--- config.mk ---
export PLATFORM = sky130hd
export DESIGN_NAME = guide_mismatch_hit_scan_top
export DESIGN_NICKNAME = d
export VERILOG_FILES = /design/src/hdl/gmhs_pkg.sv /design/src/hdl/gmhs_guide_ram.sv /design/src/hdl/gmhs_base_cmp.sv /design/src/hdl/guide_mismatch_hit_scan_top.sv
export VERILOG_INCLUDE_DIRS = /design/src /design/src/hdl
export SDC_FILE = /design/constraint.sdc
export NUM_CORES = 2
export LEC_CHECK = 0
export BUFFER_PORTS_ARGS = -buffer_cell sky130_fd_sc_hd__buf_2
export CAP_MARGIN = 20
export CORE_UTILIZATION = 62
export CTS_BUF_LIST = sky130_fd_sc_hd__clkbuf_4
export CTS_CLUSTER_DIAMETER = 60
export DETAILED_ROUTE_END_ITERATION = 16
export MAX_ROUTING_LAYER = met4
export PLACE_DENSITY_LB_ADDON = 0.2
export RECOVER_POWER = 100
export REMOVE_ABC_BUFFERS = 1
export SYNTH_ARGS = -nofsm -noshare
export SYNTH_HDL_FRONTEND = slang
export SYNTH_SLANG_ARGS = --single-unit
--- constraint.sdc ---
create_clock -name clock -period 11.9 [get_ports clock]
set_clock_uncertainty 0.1 [all_clocks]
set_input_delay 2.38 -clock clock [delete_from_list [all_inputs] [get_ports clock]]
set_output_delay 2.38 -clock clock [all_outputs]
set_load 0.005 [all_outputs]
--- src/hdl/guide_mismatch_hit_scan_top_macros.svh ---
// assertion macros for the hit scan block
`ifndef GUIDE_MISMATCH_HIT_SCAN_TOP_MACROS_SVH
`define GUIDE_MISMATCH_HIT_SCAN_TOP_MACROS_SVH

`ifndef ASSERT_OFF
`define GMHS_ASSERT(lbl, clk, rst, expr, msg) \
   lbl: assert property (@(posedge clk) disable iff (rst) (expr)) else $error(msg);
`define GMHS_ASSERT_NEXT(lbl, clk, rst, ante, cons, msg) \
   lbl: assert property (@(posedge clk) disable iff (rst) (ante) |=> (cons)) else $error(msg);
`else
`define GMHS_ASSERT(lbl, clk, rst, expr, msg)
`define GMHS_ASSERT_NEXT(lbl, clk, rst, ante, cons, msg)
`endif

`endif

--- src/hdl/gmhs_pkg.sv ---
`default_nettype none
package gmhs_pkg;

   localparam int SPACER_W = 40;
   localparam int BASES    = 20;
   localparam int MM_W     = 5;
   localparam int LIMIT_W  = 5;
   localparam int GBASE_W  = 8;
   localparam int WIN_W    = 16;
   localparam int RCNT_W   = 9;

   localparam logic [1:0] OP_LOAD = 2'd0;
   localparam logic [1:0] OP_SCAN = 2'd1;
   localparam logic [1:0] OP_END  = 2'd2;

   localparam logic [1:0] BASE_G = 2'd2;

   localparam logic CSR_LIMIT = 1'b0;
   localparam logic CSR_BASE  = 1'b1;

   localparam logic [LIMIT_W-1:0] LIMIT_RESET = 5'd3;
   localparam logic [GBASE_W-1:0] GBASE_RESET = 8'd0;

   typedef enum logic [1:0] {
      ST_IDLE,
      ST_SCAN,
      ST_FLUSH,
      ST_SUMMARY
   } state_type;

endpackage
`default_nettype wire

--- src/hdl/gmhs_guide_ram.sv ---
`default_nettype none
module gmhs_guide_ram
   import gmhs_pkg::*;
#(
   parameter int DEPTH = 64,
   parameter int AW    = 6
) (
   input  wire logic                clock,
   input  wire logic                wr_en,
   input  wire logic [AW-1:0]       wr_addr,
   input  wire logic [SPACER_W-1:0] wr_data,
   input  wire logic                rd_en,
   input  wire logic [AW-1:0]       rd_addr,
   output logic      [SPACER_W-1:0] rd_data
);

   logic [SPACER_W-1:0] mem [DEPTH];
   logic [SPACER_W-1:0] rd_data_ff;

   always_ff @(posedge clock) begin
      if (wr_en) begin
         mem[wr_addr] <= wr_data;
      end
   end

   always_ff @(posedge clock) begin
      if (rd_en) begin
         rd_data_ff <= mem[rd_addr];
      end
   end

   assign rd_data = rd_data_ff;

endmodule
`default_nettype wire

--- src/hdl/gmhs_base_cmp.sv ---
`default_nettype none
module gmhs_base_cmp
   import gmhs_pkg::*;
(
   input  wire logic [SPACER_W-1:0] guide,
   input  wire logic [SPACER_W-1:0] spacer,
   input  wire logic [LIMIT_W-1:0]  limit,
   output logic      [MM_W-1:0]     mismatches,
   output logic                     in_limit
);

   logic [SPACER_W-1:0] x;
   logic [BASES-1:0]    diff;

   always_comb begin
      x = guide ^ spacer;
      for (int i = 0; i < BASES; i++) begin
         diff[i] = |x[2*i +: 2];
      end
      mismatches = MM_W'($countones(diff));
      in_limit   = (mismatches <= limit);
   end

endmodule
`default_nettype wire

--- src/hdl/guide_mismatch_hit_scan_top.sv ---
// guide mismatch hit scan
//
// input channel (req_*): one item per valid/ready transfer. opcode load writes
// a guide slot, opcode scan with G bases in req_pam[5:2] compares the spacer to
// every guide slot in order, opcode end of chunk returns one summary record.
// result channel (rsp_*): hit records and summaries, valid/ready.
// csr port: APB style, max_mismatch_limit at 0x0, guide_base at 0x4;
// pready is tied high, writes land on the access cycle.
// a scan is held up by receiver stalls; while it is not stalled, the guide
// memory gives one read per cycle, one slot compared per cycle.
// the final hit of a scan is held back until the scan ends so it can carry
// last; each new hit pushes the previous one into the output register.
// an end of chunk passes through a summary state. the next item is taken once
// the current one is finished, while its last record may still wait.
// when rsp_ready is low the scan stalls at a hit that finds both the held
// record and the output register full, and at its end until the held record
// moves out; an end of chunk waits for a free output register.
// reset clears the record counter, control state and valid flags and sets
// the csr registers to defaults; guide memory contents are undefined until loaded.
`default_nettype none
`include "guide_mismatch_hit_scan_top_macros.svh"
module guide_mismatch_hit_scan_top
   import gmhs_pkg::*;
#(
   parameter int GUIDE_SLOTS = 64,
   parameter int RECORD_CAP  = 256
) (
   input  wire logic                clock,
   input  wire logic                reset,
   input  wire logic                req_valid,
   output logic                     req_ready,
   input  wire logic [1:0]          req_opcode,
   input  wire logic [5:0]          req_guide_slot,
   input  wire logic [SPACER_W-1:0] req_spacer,
   input  wire logic [7:0]          req_pam,
   input  wire logic [WIN_W-1:0]    req_window_index,
   output logic                     rsp_valid,
   input  wire logic                rsp_ready,
   output logic                     rsp_kind,
   output logic      [WIN_W-1:0]    rsp_hit_window,
   output logic      [GBASE_W-1:0]  rsp_guide_index,
   output logic      [MM_W-1:0]     rsp_mismatches,
   output logic      [RCNT_W-1:0]   rsp_record_count,
   output logic                     rsp_last,
   input  wire logic                psel,
   input  wire logic                penable,
   input  wire logic                pwrite,
   input  wire logic [2:0]          paddr,
   input  wire logic [31:0]         pwdata,
   output logic      [31:0]         prdata,
   output logic                     pready
);

   localparam int AW    = (GUIDE_SLOTS > 1) ? $clog2(GUIDE_SLOTS) : 1;
   localparam int CNT_W = $clog2(RECORD_CAP + 1);
   localparam logic [AW-1:0]    LAST_SLOT = AW'(GUIDE_SLOTS - 1);
   localparam logic [CNT_W-1:0] CAP       = CNT_W'(RECORD_CAP);

   // csr
   logic [LIMIT_W-1:0] limit_ff;
   logic [GBASE_W-1:0] gbase_ff;
   logic               csr_wr;

   assign pready = 1'b1;
   assign csr_wr = psel && penable && pwrite;

   always_ff @(posedge clock) begin
      if (reset) begin
         limit_ff <= LIMIT_RESET;
         gbase_ff <= GBASE_RESET;
      end else if (csr_wr) begin
         unique case (paddr[2])
            CSR_LIMIT: limit_ff <= pwdata[LIMIT_W-1:0];
            CSR_BASE:  gbase_ff <= pwdata[GBASE_W-1:0];
            default: ;
         endcase
      end
   end

   always_comb begin
      unique case (paddr[2])
         CSR_LIMIT: prdata = {{(32-LIMIT_W){1'b0}}, limit_ff};
         CSR_BASE:  prdata = {{(32-GBASE_W){1'b0}}, gbase_ff};
         default:   prdata = '0;
      endcase
   end

   // control and datapath registers
   state_type           state_ff, state_in;
   logic [AW-1:0]       rd_cnt_ff, rd_cnt_in;
   logic                rd_active_ff, rd_active_in;
   logic                cmp_valid_ff, cmp_valid_in;
   logic [AW-1:0]       cmp_slot_ff, cmp_slot_in;
   logic [SPACER_W-1:0] spacer_ff, spacer_in;
   logic [WIN_W-1:0]    win_ff, win_in;
   logic [CNT_W-1:0]    count_ff, count_in;

   logic                pend_valid_ff, pend_valid_in;
   logic [WIN_W-1:0]    pend_win_ff, pend_win_in;
   logic [GBASE_W-1:0]  pend_gidx_ff, pend_gidx_in;
   logic [MM_W-1:0]     pend_mm_ff, pend_mm_in;

   logic                rsp_valid_ff, rsp_valid_in;
   logic                rsp_kind_ff, rsp_kind_in;
   logic [WIN_W-1:0]    rsp_win_ff, rsp_win_in;
   logic [GBASE_W-1:0]  rsp_gidx_ff, rsp_gidx_in;
   logic [MM_W-1:0]     rsp_mm_ff, rsp_mm_in;
   logic [RCNT_W-1:0]   rsp_cnt_ff, rsp_cnt_in;
   logic                rsp_last_ff, rsp_last_in;

   logic                wr_en;
   logic                rd_en;
   logic [SPACER_W-1:0] guide_q;
   logic [MM_W-1:0]     mm;
   logic                in_limit;
   logic                hit;
   logic                out_free;
   logic                hit_take;
   logic                stall;
   logic                pend_move;
   logic                accept;
   logic                pam_ok;

   gmhs_guide_ram #(
      .DEPTH (GUIDE_SLOTS),
      .AW    (AW)
   ) u_ram (
      .clock   (clock),
      .wr_en   (wr_en),
      .wr_addr (req_guide_slot[AW-1:0]),
      .wr_data (req_spacer),
      .rd_en   (rd_en),
      .rd_addr (rd_cnt_ff),
      .rd_data (guide_q)
   );

   gmhs_base_cmp u_cmp (
      .guide      (guide_q),
      .spacer     (spacer_ff),
      .limit      (limit_ff),
      .mismatches (mm),
      .in_limit   (in_limit)
   );

   always_ff @(posedge clock) begin
      if (reset) begin
         state_ff      <= ST_IDLE;
         rd_active_ff  <= 1'b0;
         cmp_valid_ff  <= 1'b0;
         count_ff      <= '0;
         pend_valid_ff <= 1'b0;
         rsp_valid_ff  <= 1'b0;
      end else begin
         state_ff      <= state_in;
         rd_active_ff  <= rd_active_in;
         cmp_valid_ff  <= cmp_valid_in;
         count_ff      <= count_in;
         pend_valid_ff <= pend_valid_in;
         rsp_valid_ff  <= rsp_valid_in;
      end
   end

   always_ff @(posedge clock) begin
      rd_cnt_ff    <= rd_cnt_in;
      cmp_slot_ff  <= cmp_slot_in;
      spacer_ff    <= spacer_in;
      win_ff       <= win_in;
      pend_win_ff  <= pend_win_in;
      pend_gidx_ff <= pend_gidx_in;
      pend_mm_ff   <= pend_mm_in;
      rsp_kind_ff  <= rsp_kind_in;
      rsp_win_ff   <= rsp_win_in;
      rsp_gidx_ff  <= rsp_gidx_in;
      rsp_mm_ff    <= rsp_mm_in;
      rsp_cnt_ff   <= rsp_cnt_in;
      rsp_last_ff  <= rsp_last_in;
   end

   always_comb begin
      req_ready = (state_ff == ST_IDLE);
      accept    = req_valid && req_ready;
      pam_ok    = (req_pam[3:2] == BASE_G) && (req_pam[5:4] == BASE_G);
      wr_en     = accept && (req_opcode == OP_LOAD)
                  && ({1'b0, req_guide_slot} < 7'(GUIDE_SLOTS));

      out_free  = !rsp_valid_ff || rsp_ready;
      hit       = cmp_valid_ff && in_limit && (count_ff < CAP);
      stall     = hit && pend_valid_ff && !out_free;
      hit_take  = hit && !stall;
      pend_move = pend_valid_ff && out_free && (hit_take || (state_ff == ST_FLUSH));
      rd_en     = (state_ff == ST_SCAN) && rd_active_ff && !stall;

      state_in      = state_ff;
      rd_cnt_in     = rd_cnt_ff;
      rd_active_in  = rd_active_ff;
      cmp_valid_in  = cmp_valid_ff;
      cmp_slot_in   = cmp_slot_ff;
      spacer_in     = spacer_ff;
      win_in        = win_ff;
      count_in      = count_ff;
      pend_valid_in = pend_valid_ff;
      pend_win_in   = pend_win_ff;
      pend_gidx_in  = pend_gidx_ff;
      pend_mm_in    = pend_mm_ff;
      rsp_valid_in  = rsp_valid_ff && !rsp_ready;
      rsp_kind_in   = rsp_kind_ff;
      rsp_win_in    = rsp_win_ff;
      rsp_gidx_in   = rsp_gidx_ff;
      rsp_mm_in     = rsp_mm_ff;
      rsp_cnt_in    = rsp_cnt_ff;
      rsp_last_in   = rsp_last_ff;

      // read stage
      if (!stall) begin
         cmp_valid_in = rd_en;
         if (rd_en) begin
            cmp_slot_in = rd_cnt_ff;
            if (rd_cnt_ff == LAST_SLOT) begin
               rd_active_in = 1'b0;
            end else begin
               rd_cnt_in = rd_cnt_ff + 1'b1;
            end
         end
      end

      // held record moves out
      if (pend_move) begin
         rsp_valid_in  = 1'b1;
         rsp_kind_in   = 1'b0;
         rsp_win_in    = pend_win_ff;
         rsp_gidx_in   = pend_gidx_ff;
         rsp_mm_in     = pend_mm_ff;
         rsp_cnt_in    = '0;
         rsp_last_in   = (state_ff == ST_FLUSH);
         pend_valid_in = 1'b0;
      end

      if (hit_take) begin
         pend_valid_in = 1'b1;
         pend_win_in   = win_ff;
         pend_gidx_in  = gbase_ff + GBASE_W'(cmp_slot_ff);
         pend_mm_in    = mm;
         count_in      = count_ff + 1'b1;
      end

      unique case (state_ff)
         ST_IDLE: begin
            if (accept) begin
               if (req_opcode == OP_END) begin
                  state_in = ST_SUMMARY;
               end else if ((req_opcode == OP_SCAN) && pam_ok) begin
                  state_in     = ST_SCAN;
                  rd_cnt_in    = '0;
                  rd_active_in = 1'b1;
                  spacer_in    = req_spacer;
                  win_in       = req_window_index;
               end
            end
         end
         ST_SCAN: begin
            if (cmp_valid_ff && !stall && (cmp_slot_ff == LAST_SLOT)) begin
               state_in = ST_FLUSH;
            end
         end
         ST_FLUSH: begin
            if (!pend_valid_ff || out_free) begin
               state_in = ST_IDLE;
            end
         end
         ST_SUMMARY: begin
            if (out_free) begin
               rsp_valid_in = 1'b1;
               rsp_kind_in  = 1'b1;
               rsp_win_in   = '0;
               rsp_gidx_in  = '0;
               rsp_mm_in    = '0;
               rsp_cnt_in   = RCNT_W'(count_ff);
               rsp_last_in  = 1'b1;
               count_in     = '0;
               state_in     = ST_IDLE;
            end
         end
         default: state_in = ST_IDLE;
      endcase
   end

   assign rsp_valid        = rsp_valid_ff;
   assign rsp_kind         = rsp_kind_ff;
   assign rsp_hit_window   = rsp_win_ff;
   assign rsp_guide_index  = rsp_gidx_ff;
   assign rsp_mismatches   = rsp_mm_ff;
   assign rsp_record_count = rsp_cnt_ff;
   assign rsp_last         = rsp_last_ff;

   `GMHS_ASSERT(a_no_held_when_idle, clock, reset, !((state_ff == ST_IDLE) && pend_valid_ff), "held record left over after scan")
   `GMHS_ASSERT(a_count_in_cap, clock, reset, count_ff <= CAP, "record count above cap")
   `GMHS_ASSERT(a_stall_blocked, clock, reset, !stall || (rsp_valid_ff && !rsp_ready), "scan stalled with free output")
   `GMHS_ASSERT_NEXT(a_summary_clears, clock, reset, (state_ff == ST_SUMMARY) && out_free, (count_ff == '0) && rsp_valid_ff && rsp_kind_ff, "summary did not clear count")

endmodule
`default_nettype wire

==> out/metrics.csv <==
metric;value;unit
DRT Wirelength;256000;um
Die Y;413;um
relative slew slack;-2.07;
Required @ worst endpoint;12.71;ns
vias;53141;
Final Setup Violations;0;
layout cell share with drive strength beyond 1;0.306;
synthesized area;105000;um2
placed cell area;108000;um2
vias in the first global route;53688;
clk root buf;clkbuf_4;
post-DR wirelength/cell;32.0;um
via/cell ratio;6.64;
num rows;150;
fin crit share;0.715;
most frequent cells in the layout;2691 x edfxtp_1, 975 x clkbuf_4, 640 x mux4_2;
failing checks;max-capacitance violations, max-slew violations;
Die Area;171000;um2
maximum vdd drop;0.000123;V
largest stage delay on the critical path;2.32;ns
Post-CTS Hold Fix Bufs;0;
Mean Syn Cell Area;22.5;um2
CTS H-tree depth;6;
Routed Antenna Nets;0;
dpl cells;6857;
Fin. Hold Viols;0;
CORE AREA;168000;um2
top_reg_cell synth;edfxtp_1;
RSZ-0062 raised after global routing;false;
number of I/O pins;189;
chip width;413;um
Post-synth EDFFs;2691;
Starting Density;0.626;
CTS sink cnt;2765;
Max Root-Sink Buffers;4;
CTS resizes;0;
Pwr Density;171;nW/um2
Critical Path Sink Type;flip-flop;
Max FO, Critical Path;26;
Iteration-0 DRC Markers;6767;
commonest non-fill, non-tap cell in the layout;edfxtp_1;
Max-Cap Viols;145;
kind of critical path;in2reg;
largest net degree at the start of global routing;130;
worst slack at placement;5.05;ns
sequential fraction of the synthesis area;0.784;
ys async rst share;0;
postcts setup bufs;0;
Worst-Margin Slew;4.60;ns
CP max stage cell;clkbuf_1;
final instance area;116000;um2
Synth-to-Final Area Change;10.5;%
critical path startpoint category;input pin;
clk_lat worst skew;1.42;ns
warnings from Yosys;0;
fin worst setup slack;3.39;ns
CTS tree;built;
Port Buf Inserts;133;
initial antenna violation count;16;
Worst-path clk slew;0.07;ns
first-pass GRT wire length;364000;um
hold slack;0.315;ns
Yosys reg bits;2765;
Leak;0.0370;uW
fin cells;8000;
Total GRT Usage;0.313;
Post-Synthesis Cells;4665;
fmax;118;MHz
Remaining Overflow, GRT;0;
Post-DP HPWL;130000;um
worst-path cell chain;buf_2 -> nor4_1 -> nand2_1 -> nor2_1 -> clkbuf_1;
crit path DAT;9.32;ns
post-synth cell types;54;
# nets final;5524;
outcome;finished with violations;
drt drc;0;
drt first pass iters;7;
Hold Path Class;reg2reg;
fin crit period;8.51;ns
GPL Wtd Cong;0.818;
Num CTS Buffers;684;
Setup TNS;0;ns
fin. max-slew vios;5086;
==> sequential cells by signal, summed over array words and instances (netlist names), 2 cells and up <==
name / count
spacer_ff: 40
rsp_guide_index: 8
pend_mm_ff: 5
rsp_record_count: 9
cmp_slot_ff: 6
pend_gidx_ff: 8
u_ram.mem: 2560
rd_cnt_ff: 6
count_ff: 9
state_ff: 2
rsp_mismatches: 5
pend_win_ff: 16
u_ram.rd_data: 40
gbase_ff: 8
rsp_hit_window: 16
limit_ff: 5
win_ff: 16
==> final timing paths <==
kind	start	end	slack, ns	cells past startpoint
worst max-delay path	req_opcode[1]	u_ram.mem[20][16]	3.39	5
worst min-delay path	win_ff[8]	pend_win_ff[8]	0.32	0
worst max register to register	rd_cnt_ff[0]	u_ram.rd_data[15]	3.55	6
worst min register to register	win_ff[8]	pend_win_ff[8]	0.32	0
==> through the flow <==
stage / utilization / total power [uW]
after floorplan: - / 13600
after global placement: 0.647 / 12500
after detailed placement: 0.647 / 12600
after CTS: 0.695 / 19900
after global routing: 0.691 / 20500
final: 0.691 / 19800
==> area by class of cell <==
type                    count  area, um2
diodes                     12       30.0
clock buffers             975       7320
fillers                 10440      51700
multi-input cells        1597      21300
inverters                  48        180
flip-flops and latches   2765      82300
repair buffers            272       1310
clock inverters           127        648
well taps                2204       2760
==> cell usage after synthesis (5+ instances only) <==
library cell	instances	area (um2)
edfxtp_1	2691	80800
mux4_2	640	14400
nor2_1	166	623
a22oi_1	160	1200
clkbuf_1	138	518
a21oi_1	106	531
a22o_1	89	780
a221oi_1	80	701
dfxtp_1	74	1480
nand2_1	58	218
buf_2	49	245
inv_1	47	176
xnor2_1	46	403
o221ai_1	40	350
mux2i_1	33	330
buf_6	32	360
buf_1	31	116
buf_4	28	210
ha_1	27	338
fa_1	15	300
o21ai_0	11	55.1
nor2b_1	10	62.6
nand3_1	8	40.0
xor2_1	8	70.1
a21o_1	7	52.6
and2_1	7	43.8
nand2b_1	7	43.8
and3_1	5	31.3
==> cell families (layout without fill, tap and decap cells) <==
family	after synthesis	in the layout	share of synthesized area
flops	2765	2765	0.784
mux	674	674	0.141
compound gates	518	518	0.0370
buf+inv	326	1422	0.0155
simple gates	284	284	0.0117
xor+xnor	54	54	0.00451
fa+ha+maj	42	42	0.00608
other cells	2	37	0.0000716
==> where the power goes <==
part	switching, uW	total (uW)	internal [uW]
sequential	26.3	10700	10700
combinational	815	1620	808
clock	3580	7430	3850
total	4420	19800	15400
==> layer usage <==
metal	global-route usage	routed length [um]	up-vias
li1	-	-	21595
met1	0.428	96600	27629
met2	0.464	122000	3473
met3	0.0804	29400	444
met4	0.113	8060	0
met5	-	0	-
==> critical path, delay by kind of cell <==
| family | cells | cell delay (ns) |
|---|---|---|
| AND/OR/NAND/NOR | 3 | 4.42 |
| buffers and inverters | 2 | 2.44 |
Note: power is estimated with default switching activity, not from simulation.
